### src/hw/rtl/stdf_pkg.sv
// ---------------------------------------------------------------------------
// stdf_pkg: shared definitions for the syslog tcp deframer
// Widths, character codes, result codes, register indexes and the result
// record that the deframer buffers towards its output channel.
// ---------------------------------------------------------------------------
`default_nettype none

package stdf_pkg;

   // widths of the parse state
   localparam int COUNT_BITS     = 24;
   localparam int LENGTH_BITS    = 16;
   localparam int CMP_BITS       = 32;

   // port widths
   localparam int BYTE_BITS      = 8;
   localparam int MSG_LEN_BITS   = 16;
   localparam int CFG_BITS       = 16;
   localparam int CSR_INDEX_BITS = 2;
   localparam int RSP_DATA_BITS  = 32;

   // results per input item
   localparam int MAX_RESULTS    = 3;
   localparam int RES_CNT_BITS   = 2;

   localparam logic [COUNT_BITS-1:0]  COUNT_MAX  = '1;
   localparam logic [LENGTH_BITS-1:0] LENGTH_MAX = '1;

   // characters
   localparam logic [BYTE_BITS-1:0] CHAR_ZERO  = 8'h30;
   localparam logic [BYTE_BITS-1:0] CHAR_NINE  = 8'h39;
   localparam logic [BYTE_BITS-1:0] CHAR_SPACE = 8'h20;
   localparam logic [BYTE_BITS-1:0] CHAR_LF    = 8'h0A;

   // input kinds
   localparam logic IN_KIND_DATA  = 1'b0;
   localparam logic IN_KIND_CLOSE = 1'b1;

   // result kinds
   localparam logic [1:0] KIND_PAYLOAD = 2'd0;
   localparam logic [1:0] KIND_END     = 2'd1;
   localparam logic [1:0] KIND_NOTICE  = 2'd2;
   localparam logic [1:0] KIND_DISCARD = 2'd3;

   // notice codes
   localparam logic [1:0] NOTICE_NONE       = 2'd0;
   localparam logic [1:0] NOTICE_BAD_TERM   = 2'd1;
   localparam logic [1:0] NOTICE_ZERO_COUNT = 2'd2;
   localparam logic [1:0] NOTICE_OVER_MAX   = 2'd3;

   // register indexes
   localparam logic [CSR_INDEX_BITS-1:0] REG_MAX_LINE    = 2'd0;
   localparam logic [CSR_INDEX_BITS-1:0] REG_EXTRA_EN    = 2'd1;
   localparam logic [CSR_INDEX_BITS-1:0] REG_EXTRA_DELIM = 2'd2;

   localparam logic [CFG_BITS-1:0] MAX_LINE_RESET = 16'd2048;

   // parse phase
   typedef enum logic [1:0] {
      PH_START,
      PH_COUNT,
      PH_BODY
   } phase_type;

   // one buffered result
   typedef struct packed {
      logic [1:0]              kind;
      logic [BYTE_BITS-1:0]    data;
      logic [MSG_LEN_BITS-1:0] length;
      logic [1:0]              code;
   } result_type;

   function automatic result_type make_result(
      input logic [1:0]              kind,
      input logic [BYTE_BITS-1:0]    data,
      input logic [MSG_LEN_BITS-1:0] length,
      input logic [1:0]              code
   );
      result_type r;
      r.kind   = kind;
      r.data   = data;
      r.length = length;
      r.code   = code;
      return r;
   endfunction

endpackage

`default_nettype wire

### src/hw/rtl/syslog_tcp_deframer_top.sv
// ---------------------------------------------------------------------------
// syslog_tcp_deframer_top: syslog over tcp message deframer
// Splits a received byte stream into messages using octet counting or
// delimiter framing and emits payload bytes, message ends and notices.
// ---------------------------------------------------------------------------
// Usage
//   req_ channel: one transaction per received byte (tuser 0) or per
//   end-of-stream close (tuser 1). rsp_ channel: results, tlast set on the
//   last result that one input transaction causes; an input may cause no
//   result at all (count digits, close at start of frame).
//   csr_ port: write max_line (0), extra_delim_enable (1), extra_delim (2)
//   while the block is idle; other indexes are ignored.
// Timing
//   an input enters the input register at its accepting edge, its results
//   are computed and loaded into the result buffer once the buffer is free
//   and the first result is shown from then on. One input per cycle is
//   sustained while each input gives at most one result and rsp_tready is
//   high; an input with k results holds the next one back until the result
//   buffer has sent all k, one result per cycle while rsp_tready is high.
// Reset and stalls
//   reset clears the parse state, the buffers and loads register defaults.
//   when rsp_tready is low the input register and a skid register take up
//   to two more transactions before req_tready drops.
// ---------------------------------------------------------------------------
`default_nettype none

module syslog_tcp_deframer_top
   import stdf_pkg::*;
(
   input  wire logic                      clock,
   input  wire logic                      reset,

   // input channel
   input  wire logic                      req_tvalid,
   output logic                           req_tready,
   input  wire logic [BYTE_BITS-1:0]      req_tdata,   // [7:0] data_byte
   input  wire logic                      req_tuser,   // [0] kind

   // result channel
   output logic                           rsp_tvalid,
   input  wire logic                      rsp_tready,
   output logic [RSP_DATA_BITS-1:0]       rsp_tdata,   // [7:0] out_byte,
                                                       // [23:8] msg_length,
                                                       // [25:24] notice_code
   output logic [1:0]                     rsp_tuser,   // [1:0] out_kind
   output logic                           rsp_tlast,

   // configuration port
   input  wire logic                      csr_we,
   input  wire logic [CSR_INDEX_BITS-1:0] csr_index,
   input  wire logic [CFG_BITS-1:0]       csr_wdata
);

   // configuration registers
   logic [CFG_BITS-1:0]   max_line_ff;
   logic                  extra_en_ff;
   logic [BYTE_BITS-1:0]  extra_delim_ff;

   // input register and skid register
   logic                  main_valid_ff;
   logic                  main_kind_ff;
   logic [BYTE_BITS-1:0]  main_byte_ff;
   logic                  skid_valid_ff;
   logic                  skid_kind_ff;
   logic [BYTE_BITS-1:0]  skid_byte_ff;

   // parse state
   phase_type             phase_ff;
   phase_type             phase_in;
   logic                  counted_ff;
   logic                  counted_in;
   logic [COUNT_BITS-1:0] octets_ff;
   logic [COUNT_BITS-1:0] octets_in;
   logic [LENGTH_BITS-1:0] length_ff;
   logic [LENGTH_BITS-1:0] length_in;

   // result buffer
   result_type            res_ff [MAX_RESULTS];
   result_type            res_in [MAX_RESULTS];
   logic [RES_CNT_BITS-1:0] cnt_ff;
   logic [RES_CNT_BITS-1:0] cnt_in;
   logic [RES_CNT_BITS-1:0] pos_ff;

   // handshake helpers
   logic                  req_acc;
   logic                  rsp_acc;
   logic                  last_res;
   logic                  buf_free;
   logic                  take;

   // datapath helpers
   logic                  is_digit;
   logic                  is_delim;
   logic [3:0]            digit_val;
   logic [COUNT_BITS+3:0] octets_x10;
   logic [LENGTH_BITS-1:0] lim;
   logic [CMP_BITS-1:0]   lim_wide;
   result_type            cur;

   // handshakes
   assign req_tready = !skid_valid_ff;
   assign req_acc    = req_tvalid && req_tready;
   assign rsp_tvalid = (cnt_ff != '0);
   assign rsp_acc    = rsp_tvalid && rsp_tready;
   assign last_res   = (pos_ff == (cnt_ff - RES_CNT_BITS'(1)));
   assign buf_free   = (cnt_ff == '0) || (rsp_acc && last_res);
   assign take       = main_valid_ff && buf_free;

   // configuration writes
   always_ff @(posedge clock) begin
      if (reset) begin
         max_line_ff    <= MAX_LINE_RESET;
         extra_en_ff    <= 1'b0;
         extra_delim_ff <= '0;
      end else if (csr_we) begin
         unique case (csr_index)
            REG_MAX_LINE:    max_line_ff    <= csr_wdata;
            REG_EXTRA_EN:    extra_en_ff    <= csr_wdata[0];
            REG_EXTRA_DELIM: extra_delim_ff <= csr_wdata[BYTE_BITS-1:0];
            default: ;
         endcase
      end
   end

   // input and skid register control
   always_ff @(posedge clock) begin
      if (reset) begin
         main_valid_ff <= 1'b0;
         skid_valid_ff <= 1'b0;
      end else if (take) begin
         if (skid_valid_ff) begin
            main_valid_ff <= 1'b1;
            skid_valid_ff <= 1'b0;
         end else begin
            main_valid_ff <= req_acc;
         end
      end else if (req_acc) begin
         if (main_valid_ff) begin
            skid_valid_ff <= 1'b1;
         end else begin
            main_valid_ff <= 1'b1;
         end
      end
   end

   // input and skid register payload
   always_ff @(posedge clock) begin
      if (take && skid_valid_ff) begin
         main_kind_ff <= skid_kind_ff;
         main_byte_ff <= skid_byte_ff;
      end else if (req_acc && (take || !main_valid_ff)) begin
         main_kind_ff <= req_tuser;
         main_byte_ff <= req_tdata;
      end
      if (req_acc && main_valid_ff && !take) begin
         skid_kind_ff <= req_tuser;
         skid_byte_ff <= req_tdata;
      end
   end

   // byte classification and count arithmetic
   assign is_digit   = (main_byte_ff >= CHAR_ZERO) && (main_byte_ff <= CHAR_NINE);
   assign is_delim   = (main_byte_ff == CHAR_LF) ||
                       (extra_en_ff && (main_byte_ff == extra_delim_ff));
   assign digit_val  = 4'(main_byte_ff - CHAR_ZERO);
   assign lim_wide   = (CMP_BITS'(max_line_ff) < CMP_BITS'(LENGTH_MAX)) ?
                       CMP_BITS'(max_line_ff) : CMP_BITS'(LENGTH_MAX);
   assign lim        = LENGTH_BITS'(lim_wide);

   // times ten as shift and add, then the new digit; count starts from zero
   // when the frame opens with this digit
   always_comb begin
      logic [COUNT_BITS+3:0] base;
      base = (phase_ff == PH_START) ? '0 : (COUNT_BITS+4)'(octets_ff);
      octets_x10 = (base << 3) + (base << 1) + (COUNT_BITS+4)'(digit_val);
   end

   // parse step: next state and results of the item in the input register
   always_comb begin
      logic [RES_CNT_BITS-1:0] n;
      n          = '0;
      phase_in   = phase_ff;
      counted_in = counted_ff;
      octets_in  = octets_ff;
      length_in  = length_ff;
      for (int i = 0; i < MAX_RESULTS; i++) begin
         res_in[i] = '0;
      end

      if (main_kind_ff == IN_KIND_DATA) begin
         // frame start picks the framing mode
         if (phase_in == PH_START) begin
            if (is_digit) begin
               phase_in   = PH_COUNT;
               octets_in  = '0;
               counted_in = 1'b1;
            end else begin
               phase_in   = PH_BODY;
               counted_in = 1'b0;
            end
         end

         if (phase_in == PH_COUNT) begin
            // count digits, saturating
            if (is_digit) begin
               if (octets_x10[COUNT_BITS+3:COUNT_BITS] != '0) begin
                  octets_in = COUNT_MAX;
               end else begin
                  octets_in = octets_x10[COUNT_BITS-1:0];
               end
            end else begin
               // count terminator
               if (main_byte_ff != CHAR_SPACE) begin
                  res_in[n] = make_result(KIND_NOTICE, '0, '0, NOTICE_BAD_TERM);
                  n = n + RES_CNT_BITS'(1);
               end
               if (octets_in == '0) begin
                  res_in[n] = make_result(KIND_NOTICE, '0, '0, NOTICE_ZERO_COUNT);
                  n = n + RES_CNT_BITS'(1);
               end else if (CMP_BITS'(octets_in) > CMP_BITS'(max_line_ff)) begin
                  res_in[n] = make_result(KIND_NOTICE, '0, '0, NOTICE_OVER_MAX);
                  n = n + RES_CNT_BITS'(1);
               end
               phase_in = PH_BODY;
            end
         end else begin
            // message body: forced split at the length limit
            if (length_in >= lim) begin
               res_in[n] = make_result(KIND_END, '0, MSG_LEN_BITS'(length_in),
                                       NOTICE_NONE);
               n = n + RES_CNT_BITS'(1);
               length_in = '0;
            end
            if (is_delim && !counted_in) begin
               res_in[n] = make_result(KIND_END, '0, MSG_LEN_BITS'(length_in),
                                       NOTICE_NONE);
               n = n + RES_CNT_BITS'(1);
               length_in = '0;
               phase_in  = PH_START;
            end else if (length_in < lim) begin
               res_in[n] = make_result(KIND_PAYLOAD, main_byte_ff, '0, NOTICE_NONE);
               n = n + RES_CNT_BITS'(1);
               length_in = length_in + LENGTH_BITS'(1);
            end
            // counted frame ends when its octets run out
            if (counted_in) begin
               if (octets_in <= COUNT_BITS'(1)) begin
                  octets_in = '0;
                  res_in[n] = make_result(KIND_END, '0, MSG_LEN_BITS'(length_in),
                                          NOTICE_NONE);
                  n = n + RES_CNT_BITS'(1);
                  length_in = '0;
                  phase_in  = PH_START;
               end else begin
                  octets_in = octets_in - COUNT_BITS'(1);
               end
            end
         end
      end else begin
         // end of stream: flush or discard a partial frame
         if (phase_ff != PH_START) begin
            res_in[n] = make_result(counted_ff ? KIND_DISCARD : KIND_END, '0,
                                    MSG_LEN_BITS'(length_ff), NOTICE_NONE);
            n = n + RES_CNT_BITS'(1);
         end
         phase_in  = PH_START;
         octets_in = '0;
         length_in = '0;
      end
      cnt_in = n;
   end

   // parse state registers
   always_ff @(posedge clock) begin
      if (reset) begin
         phase_ff   <= PH_START;
         counted_ff <= 1'b0;
         octets_ff  <= '0;
         length_ff  <= '0;
      end else if (take) begin
         phase_ff   <= phase_in;
         counted_ff <= counted_in;
         octets_ff  <= octets_in;
         length_ff  <= length_in;
      end
   end

   // result buffer control
   always_ff @(posedge clock) begin
      if (reset) begin
         cnt_ff <= '0;
         pos_ff <= '0;
      end else if (take) begin
         cnt_ff <= cnt_in;
         pos_ff <= '0;
      end else if (rsp_acc && last_res) begin
         cnt_ff <= '0;
         pos_ff <= '0;
      end else if (rsp_acc) begin
         pos_ff <= pos_ff + RES_CNT_BITS'(1);
      end
   end

   // result buffer payload
   always_ff @(posedge clock) begin
      if (take) begin
         for (int i = 0; i < MAX_RESULTS; i++) begin
            res_ff[i] <= res_in[i];
         end
      end
   end

   // output selection
   assign cur       = res_ff[pos_ff];
   assign rsp_tuser = cur.kind;
   assign rsp_tdata = {(RSP_DATA_BITS - BYTE_BITS - MSG_LEN_BITS - 2)'(0),
                       cur.code, cur.length, cur.data};
   assign rsp_tlast = last_res;

endmodule

`default_nettype wire

### config.mk
export PLATFORM = sky130hd
export DESIGN_NAME = syslog_tcp_deframer_top
export DESIGN_NICKNAME = d
export VERILOG_FILES = /design/src/hw/rtl/stdf_pkg.sv /design/src/hw/rtl/syslog_tcp_deframer_top.sv
export SDC_FILE = /design/constraint.sdc
export NUM_CORES = 1
export LEC_CHECK = 0
export ABC_AREA = 1
export BUFFER_PORTS_ARGS = -buffer_cell sky130_fd_sc_hd__buf_4
export CAP_MARGIN = 10
export CORE_ASPECT_RATIO = 0.9
export CORE_UTILIZATION = 35
export CTS_CLUSTER_DIAMETER = 120
export DETAILED_ROUTE_END_ITERATION = 7
export PLACE_DENSITY = 0.53
export SYNTH_ARGS = -nofsm -noshare
export SYNTH_HDL_FRONTEND = slang
export SYNTH_SLANG_ARGS = --single-unit
### constraint.sdc
create_clock -name clock -period 13.2 [get_ports clock]
set_clock_uncertainty 0.2 [all_clocks]
set_input_delay 0.66 -clock clock [delete_from_list [all_inputs] [get_ports clock]]
set_output_delay 0.66 -clock clock [all_outputs]
set_load 0.1 [all_outputs]
==> results of run 1 <==
-- power by group through the flow --
stage	logic (uW)	registers [uW]	clock network, uW
3_5_place_dp	340	607	0
3_3_place_gp	336	607	0
6_report	341	596	487
4_1_cts	341	596	497
5_1_grt	373	599	517
2_1_floorplan	258	601	0
-- through the flow --
| stage | hold slack (ns) | util, % | total power (uW) | instance area [sq um] | worst slack, ns |
|---|---|---|---|---|---|
| floorplan | 0.2355 | - | 859.4 | 12500 | 8.311 |
| finish | 0.1984 | 39.49 | 1425 | 13840 | 6.672 |
| CTS | 0.1813 | 39.49 | 1434 | 13840 | 6.734 |
| global route | 0.1812 | 39.49 | 1490 | 13840 | 5.934 |
| global placement | 0.2490 | 37.88 | 943.2 | 13280 | 6.980 |
| detailed placement | 0.2527 | 37.88 | 947.3 | 13280 | 6.763 |
-- layer usage --
layer	vias up	GRT usage [%]
li1	5929	-
met2	307	29.87
met3	34	3.662
met1	5528	30.92
met5	-	0
met4	0	5.191
-- worst register-to-register path: cells and delay by family, from the launching register on --
kind / cells / cell delay (ns)
AOI/OAI and AO/OA: 2 / 0.24
adders and majority gates: 4 / 1.00
and+or+nand+nor: 23 / 3.45
buffers and inverters: 6 / 0.88
DFF: 1 / 0.51
-- logic make-up (layout without fill, tap and decap cells) --
family          after synthesis  count (layout)  synth area share, %
flops                       166             166                33.85
simple gates                803             803                28.12
fa+ha+maj                   104             104                10.55
compound gates              366             366                15.87
xor+xnor                     34              34                2.386
buf+inv                     288             316                9.195
other cells                   1               6              0.03005
-- flip-flops by register name, summed over array words and instances, names as in the netlist, 2 cells and up, named ones only --
signal	cells
octets_ff	24
extra_delim_ff	8
phase_ff	2
pos_ff	2
main_byte_ff	8
cnt_ff	2
skid_byte_ff	8
max_line_ff	16
length_ff	16
res_ff	72
-- worst min path at each step --
stage                       from                 to  slack, ns  cells past startpoint
2_1_floorplan  extra_delim_ff[7]  extra_delim_ff[7]       0.24                      2
3_3_place_gp   extra_delim_ff[6]  extra_delim_ff[6]       0.25                      2
3_5_place_dp   extra_delim_ff[6]  extra_delim_ff[6]       0.25                      2
4_1_cts             req_tdata[7]    skid_byte_ff[7]       0.18                      1
5_1_grt             req_tdata[7]    skid_byte_ff[7]       0.18                      1
6_report            req_tdata[7]    skid_byte_ff[7]       0.20                      1
-- layout by cell type, fill, tap and decap left out, types with 3 or more instances in the layout --
cell,Yosys,final
clkinv_2,0,3
nor2_1,208,208
or2_2,4,4
nand3_1,73,73
o21ai_0,99,99
xor2_1,28,28
nand3_2,7,7
clkinv_1,3,3
a31oi_1,32,32
o22ai_1,9,9
o21ai_1,4,4
nand4_1,52,52
inv_6,0,3
xnor2_1,6,6
nor2_4,6,6
ha_1,102,102
inv_1,187,186
a21oi_1,193,193
edfxtp_1,90,90
buf_4,6,72
o211ai_1,10,10
conb_1,1,6
nor3_1,23,23
nand2_2,17,17
nor4_1,4,4
dfxtp_1,76,76
clkinvlp_4,0,5
nor2_2,9,9
inv_2,21,21
nand2_1,390,390
clkbuf_16,0,17
a21o_1,5,5
-- cell type report --
| cell class | instances | area, sq um | area share, % |
|---|---|---|---|
| Timing Repair Buffer | 72 | 540.5 | 3.905 |
| Inverter | 212 | 800.8 | 5.785 |
| Sequential cell | 166 | 4224 | 30.51 |
| Clock inverter | 14 | 126.4 | 0.9129 |
| Multi-Input combinational cell | 1313 | 7126 | 51.47 |
| Clock buffer | 18 | 439.2 | 3.172 |
| Tap cell | 469 | 586.8 | 4.239 |
==> run_results.csv, run 1 <==
group,metric,value,unit
die,start_util,35.60,%
grt,grt_pass1_vias,10980,
pwr,combPwrFrac,24.0,%
timing,fmax,0.1532,GHz
setup_path,r2r_end,"res_ff[0][13]",
yosys,ys_types,54,
timing,rsz0062_at_grt,"no",
setup_path,crit_path_end,"res_ff[0][13]",
clock_network,cts_tree,"yes",
setup_path,path_depth,35,
place,placed_cells,2232,
setup_path,reg2regPathDepth,35,
grt,grt.overflow.total,0,
timing,hold_violations,0,
setup_path,startpoint,"length_ff[0]",
layout,areaGrowthSynthToFinish,10.94,%
timing,min_period,6.528,ns
route,routed_wl,36850,microns
yosys,syn_inst,1762,
clock_network,cts.sinks,166,
clock_network,cts_buffers,17,
route,drt_pass1_iterations,5,
setup_path,path_max_fanout,17,
setup_path,slowest_delay,0.56,ns
clock_network,cts_root_buf,"clkbuf_16",
yosys,synth_largest_area_cell,"edfxtp_1",
timing,slew_violations,0,
pwr,p_clk_share,34.2,%
route,via_per_inst,5.211,
clock_network,cts.path.max_buffers,2,
timing,post-route-period-util,49.46,%
layout,layout.cells.non_filler,2264,
layout,n_fill_cell,3674,
route,drt-initial-drc-count,980,
grt,grt_usage,20.56,%
layout,drive_gt1_share,10.03,%
timing,worst_pin_slew,1.178,ns
place,io_buffers,62,
setup_path,end_kind,"register",
die,die_w,201.0,microns
place,gp_congestion,0.9336,
setup_path,r2r_slack,6.67,ns
yosys,synth.most_common_cell,"nand2_1",
yosys,async_reset_ff_share,0,%
route,wl_met2,15180,microns
die,fp.dieArea,36410,sq um
yosys,ys.flop_type,"edfxtp_1",
pwr,p_switching,496.5,uW
yosys,ys_seq_area_share,33.85,%
pwr,ir_drop,0.1015,mV
grt,grt_max_degree,72,
setup_path,crit_top_cell,"nand2_1",
clock_network,ctsResizeCount,0,
pwr,seqPwrFrac,41.9,%
setup_path,crit_buf_inv,6,
grt,antenna_found_initial,0,
timing,fin_setup_tns,0,ns
clock_network,clk_latency,0.45,ns
setup_path,start_kind,"register",
route,routed.top_layer,"met4",
pwr,p_per_area,102.9,nW/um^2
clock_network,post-cts-setup-buffers,0,
yosys,synth.top_cell.area_share,21.66,%
pwr,power_leakage,0.005991,uW
setup_path,required,13.20,ns
setup_path,critical_path_arrival,6.52,ns
layout,finalNetCount,1918,
die,fp.dieH,181.1,microns
yosys,syn_area_per_cell,7.082,sq um
die,core.rowCount,65,
route,dr_total_vias,11800,
clock_network,cts_hold_buf,0,
yosys,yosys_warnings,0,
pwr,switching_share,34.85,%
route,drcViolationCount,0,
die,core,35050,sq um
yosys,synth.ff_latch_count,166,
yosys,synth_edf_count,90,
place,dpl.hpwl,27830,microns
timing,max-slew-margin-rel,21.35,%
job,drv_cap,0,
route,wl_met1,18950,microns
setup_path,path_delay_family,"simple AND/OR/NAND/NOR gates",
setup_path,r2r_start,"length_ff[0]",
grt,grt_pass1_wl,59420,microns
worst_hold_path,hold_class,"in -> reg",
route,wl_per_cell,16.28,microns
pwr,p_int,928.1,uW
yosys,synth_area_leaders,"edfxtp_1, dfxtp_1, nand2_1, ha_1, a21oi_1",
route,wl_met3,2221,microns
clock_network,path_clk_slew,0.07,ns
timing,setup_viol_count_final,0,
setup_path,worst_path_max_delay_cell,"nand2_1",
clock_network,htreeDepth,4,
setup_path,critPathKind,"reg -> reg",
die,pin_count,69,
route,ant_nets,0,
layout,antenna_cells,0,
run_status,outcome,"finished clean",
yosys,synth_common_cells,"nand2_1, nor2_1, a21oi_1",
yosys,syn_area,12480,sq um
Note: power is estimated with default switching activity, not from simulation.
==> inputs of run 2 (changes only) <==
--- a/config.mk
+++ b/config.mk
@@ -12,7 +12,7 @@
 export CORE_UTILIZATION = 35
 export CTS_CLUSTER_DIAMETER = 120
 export DETAILED_ROUTE_END_ITERATION = 7
-export PLACE_DENSITY = 0.53
+export PLACE_DENSITY = 0.54
 export SYNTH_ARGS = -nofsm -noshare
 export SYNTH_HDL_FRONTEND = slang
 export SYNTH_SLANG_ARGS = --single-unit
==> constraint.sdc (replaced) <==
create_clock -name clock -period 5.6 [get_ports clock]
set_clock_uncertainty 0.2 [all_clocks]
set_input_delay 0.28 -clock clock [delete_from_list [all_inputs] [get_ports clock]]
set_output_delay 0.28 -clock clock [all_outputs]
set_load 0.1 [all_outputs]
==> run_results.csv, run 2 (synthesis gave the netlist of run 1 again) <==
group,metric,value,unit
setup_path,end_kind,"register",
job,drv_cap,0,
grt,grt.overflow.total,0,
clock_network,cts_tree,"yes",
timing,min_period,5.044,ns
timing,fin_setup_tns,0,ns
grt,grt_pass1_wl,61070,microns
layout,largest_register,"res_ff",
layout,largest_registers,"res_ff x72, octets_ff x24",
pwr,power,3388,uW
run_status,outcome,"finished clean",
setup_path,critPathKind,"reg -> reg",
setup_path,slowest_delay,0.53,ns
layout,antenna_cells,0,
clock_network,clk_latency,0.45,ns
clock_network,cts_buffers,17,
worst_hold_path,hold_class,"in -> reg",
setup_path,start_kind,"register",
route,drt-initial-drc-count,893,
route,drcViolationCount,0,
layout,mostFrequentLayoutCell,"nand2_1",
layout,n_fill_cell,3690,
pwr,power_leakage,0.006206,uW
layout,largest_register_ffs,72,
grt,grt_max_degree,77,
route,routed_wl,37560,microns
grt,antenna_found_initial,0,
layout,finalNetCount,1962,
grt,grt_pass1_vias,11540,
timing,fin_ws,0.5556,ns
setup_path,critical_path_arrival,5.03,ns
setup_path,crit_top_cell,"nand2_1",
die,start_util,35.60,%
setup_path,required,5.58,ns
clock_network,cts_root_buf,"clkbuf_16",
route,ant_nets,0,
timing,hold_ws,0.02346,ns
layout,drive_gt1_share,10.88,%
grt,grt_usage,21.13,%
place,dpl.hpwl,28200,microns
timing,setup_viol_count_final,0,
layout,areaGrowthSynthToFinish,14.18,%
route,drt_pass1_iterations,6,
die,fp.dieArea,36410,sq um
place,dp_slack,0.1263,ns
timing,fmax,0.1982,GHz
route,via_per_inst,5.162,
timing,max-slew-margin-rel,31.85,%
clock_network,path_clk_slew,0.07,ns
clock_network,cts.path.max_buffers,2,
timing,hold_violations,0,
pwr,ir_drop,0.2096,mV
place,gp_congestion,0.9042,
die,core.rowCount,65,
timing,slew_violations,0,
die,die_w,201.0,microns
setup_path,path_max_fanout,10,
pwr,p_per_area,237.8,nW/um^2
route,dr_total_vias,11910,
layout,post-route-util,40.65,%
clock_network,htreeDepth,4,
place,io_buffers,62,
die,core,35050,sq um
timing,rsz0062_at_grt,"no",
setup_path,worst_path_max_delay_cell,"dfxtp_1",
die,fp.dieH,181.1,microns
die,pin_count,69,
layout,layout_common_cells,"nand2_1, nor2_1, a21oi_1",
timing,post-route-period-util,90.08,%
timing,worst_pin_slew,1.012,ns
clock_network,cts.sinks,166,
route,wl_per_cell,16.27,microns
==> run 2: cell types whose count changed in the layout (fill, tap and decap cells not counted), sizes merged <==
cell,delta
buf,+19
clkbuf,+5
clkinv,+1
clkinvlp,-3
dlygate4sd3,+25
inv,-3
==> run 2: power by group <==
| group | internal, uW | switching [uW] |
|---|---|---|
| clock | 655 | 503 |
| sequential | 1360 | 43.5 |
| combinational | 218 | 607 |
==> run 2: critical path: cells and delay by family, from the launching register on <==
kind | cells | cell delay, ns
AOI/OAI and AO/OA | 3 | 0.87
DFF | 1 | 0.53
adders and majority gates | 4 | 0.95
and+or+nand+nor | 15 | 1.69
buffers and inverters | 6 | 0.52
==> run 2: layer usage <==
metal | wire (microns) | GRT usage (%) | vias to the layer above
li1 | - | - | 6021
met1 | 19020 | 30.97 | 5536
met2 | 15620 | 31.58 | 329
met3 | 2567 | 4.527 | 28
met4 | 348 | 4.244 | 0
met5 | 0 | 0 | -
==> run 2: cell type report <==
class                      count  area, sq um  share of cell area [%]
clock buffer                  23        488.0                   3.425
clock inverter                 9        75.07                  0.5269
inverter                     212        799.5                   5.612
multi-input combinational   1313         7141                   50.12
sequential                   166         4224                   29.65
tap                          469        586.8                   4.119
timing repair buffer         116        933.4                   6.551
==> run 2: path summary, 6_finish.rpt <==
check             cells past startpoint              start                end  slack (ns)
setup / recovery                     28       length_ff[0]      res_ff[0][19]        0.56
setup reg to reg                     28       length_ff[0]      res_ff[0][19]        0.56
hold / removal                        3      csr_wdata[12]    max_line_ff[12]        0.02
hold reg to reg                       2  extra_delim_ff[7]  extra_delim_ff[7]        0.26
==> run 2: repair_timing <==
item                                   CTS  global route
setup buffers                            0             3
hold buffers                            25             0
endpoints found under the hold margin   40             0
resized for setup                        0             5
setup endpoints to repair                0            30
==> run 2: per-stage QoR <==
stage          cells  cell area [sq um]
3_5_place_dp    2248              13400
2_1_floorplan   1767              12500
3_3_place_gp    2248              13400
6_report        2308              14250
4_1_cts         2305              14210
5_1_grt         2308              14250
==> inputs of run 3 (changes only) <==
--- a/config.mk
+++ b/config.mk
@@ -12,7 +12,7 @@
 export CORE_UTILIZATION = 35
 export CTS_CLUSTER_DIAMETER = 120
 export DETAILED_ROUTE_END_ITERATION = 7
-export PLACE_DENSITY = 0.54
+export PLACE_DENSITY = 0.53
 export SYNTH_ARGS = -nofsm -noshare
 export SYNTH_HDL_FRONTEND = slang
 export SYNTH_SLANG_ARGS = --single-unit
==> constraint.sdc (replaced) <==
create_clock -name clock -period 5.7 [get_ports clock]
set_clock_uncertainty 0.2 [all_clocks]
set_input_delay 0.285 -clock clock [delete_from_list [all_inputs] [get_ports clock]]
set_output_delay 0.285 -clock clock [all_outputs]
set_load 0.1 [all_outputs]
==> run_results.csv, run 3 (synthesis gave the netlist of run 1 again) <==
group,metric,value,unit
run_status,outcome,"finished clean",
die,die_w,201.0,microns
timing,slew_violations,0,
worst_hold_path,hold_class,"in -> reg",
die,pin_count,69,
die,start_util,35.60,%
pwr,power_leakage,0.006198,uW
setup_path,critPathKind,"reg -> reg",
die,fp.dieH,181.1,microns
grt,grt_pass1_wl,59310,microns
grt,grt_usage,20.57,%
route,ant_nets,0,
layout,largest_register_ffs,72,
place,dpl.hpwl,28230,microns
layout,areaGrowthSynthToFinish,14.04,%
layout,layout_common_cells,"nand2_1, nor2_1, a21oi_1",
pwr,p_per_area,237.0,nW/um^2
setup_path,slowest_delay,0.50,ns
layout,post-route-util,40.60,%
clock_network,cts_root_buf,"clkbuf_16",
setup_path,start_kind,"register",
setup_path,path_max_fanout,8,
die,fp.dieArea,36410,sq um
layout,mostFrequentLayoutCell,"nand2_1",
grt,grt_max_degree,49,
layout,largest_registers,"res_ff x72, octets_ff x24",
place,gp_congestion,0.9434,
clock_network,htreeDepth,4,
clock_network,cts.sinks,166,
timing,setup_viol_count_final,0,
route,drt_pass1_iterations,6,
layout,largest_register,"res_ff",
grt,grt.overflow.total,0,
route,drt-initial-drc-count,895,
timing,rsz0062_at_grt,"no",
clock_network,cts_buffers,17,
route,wl_per_cell,16.16,microns
timing,fin_setup_tns,0,ns
clock_network,cts_tree,"yes",
die,core.rowCount,65,
setup_path,worst_path_max_delay_cell,"dfxtp_1",
setup_path,reg2regPathDepth,28,
timing,worst_pin_slew,1.054,ns
timing,min_period,5.025,ns
timing,fmax,0.1990,GHz
setup_path,crit_top_cell,"nand2_1",
place,io_buffers,62,
place,dp_slack,0.3317,ns
timing,fin_ws,0.6754,ns
timing,max-slew-margin-rel,28.97,%
pwr,ir_drop,0.2168,mV
grt,antenna_found_initial,0,
setup_path,critical_path_arrival,5.08,ns
clock_network,path_clk_slew,0.07,ns
route,via_per_inst,5.112,
layout,design_area,14230,sq um
clock_network,clk_latency,0.44,ns
pwr,power,3373,uW
setup_path,end_kind,"register",
job,drv_cap,0,
place,dpl_cell_area,13360,sq um
setup_path,required,5.75,ns
die,core,35050,sq um
route,drcViolationCount,0,
route,routed_wl,37220,microns
timing,hold_violations,0,
layout,drive_gt1_share,10.31,%
layout,finalNetCount,1957,
grt,grt_pass1_vias,11100,
clock_network,cts.path.max_buffers,2,
route,dr_total_vias,11770,
timing,post-route-period-util,88.15,%
worst_hold_path,hold_path_depth,2,
layout,antenna_cells,0,
## run 3: cell type report
type / instances / area [sq um]
clock inverters: 9 / 97.59
repair buffers: 111 / 903.4
inverters: 212 / 800.8
multi-input cells: 1313 / 7128
clock buffers: 23 / 489.2
fillers: 3644 / 20820
flip-flops and latches: 166 / 4224
well taps: 469 / 586.8
## run 3: worst max-delay path: cells and delay by family, from the launching register on
family,cells,cell delay (ns)
AND/OR/NAND/NOR,18,2.27
buffers and inverters,4,0.33
adder cells (fa/ha/maj),4,1.08
AO/OA/AOI/OAI,2,0.45
flip-flops,1,0.50
## run 3: stage by stage
stage               cells  hold WS, ns
global placement     2242       0.2494
floorplan            1767       0.1839
detailed placement   2242       0.2514
finish               2303      0.04685
global route         2303      0.05938
CTS                  2302      0.03115
## run 3: where the power goes
part	internal [uW]	leakage [uW]	switching [uW]	total, uW
Combinational	213	0.00443	597	810
Clock	692	0.000296	489	1180
Sequential	1340	0.00147	44.5	1380
## run 3: timing repair
item | CTS | global route
hold buffers | 28 | 0
hold endpoints to repair | 44 | 0
endpoints found under the setup margin | 0 | 16
buffers inserted | 0 | 1
resized for setup | 0 | 0
## run 3: per-layer routing
metal  GRT usage, %  wire (microns)
met5              0               0
met4          4.397             365
met3          3.084            1955
met2          30.95           15430
met1          30.72           19470
## run 3: path summary, 6_finish.rpt
kind | end | slack, ns | from
worst max-delay path | res_ff[1][19] | 0.68 | length_ff[0]
worst min-delay path | octets_ff[0] | 0.05 | reset
worst max register to register | res_ff[1][19] | 0.68 | length_ff[0]
worst min register to register | extra_delim_ff[7] | 0.26 | extra_delim_ff[7]
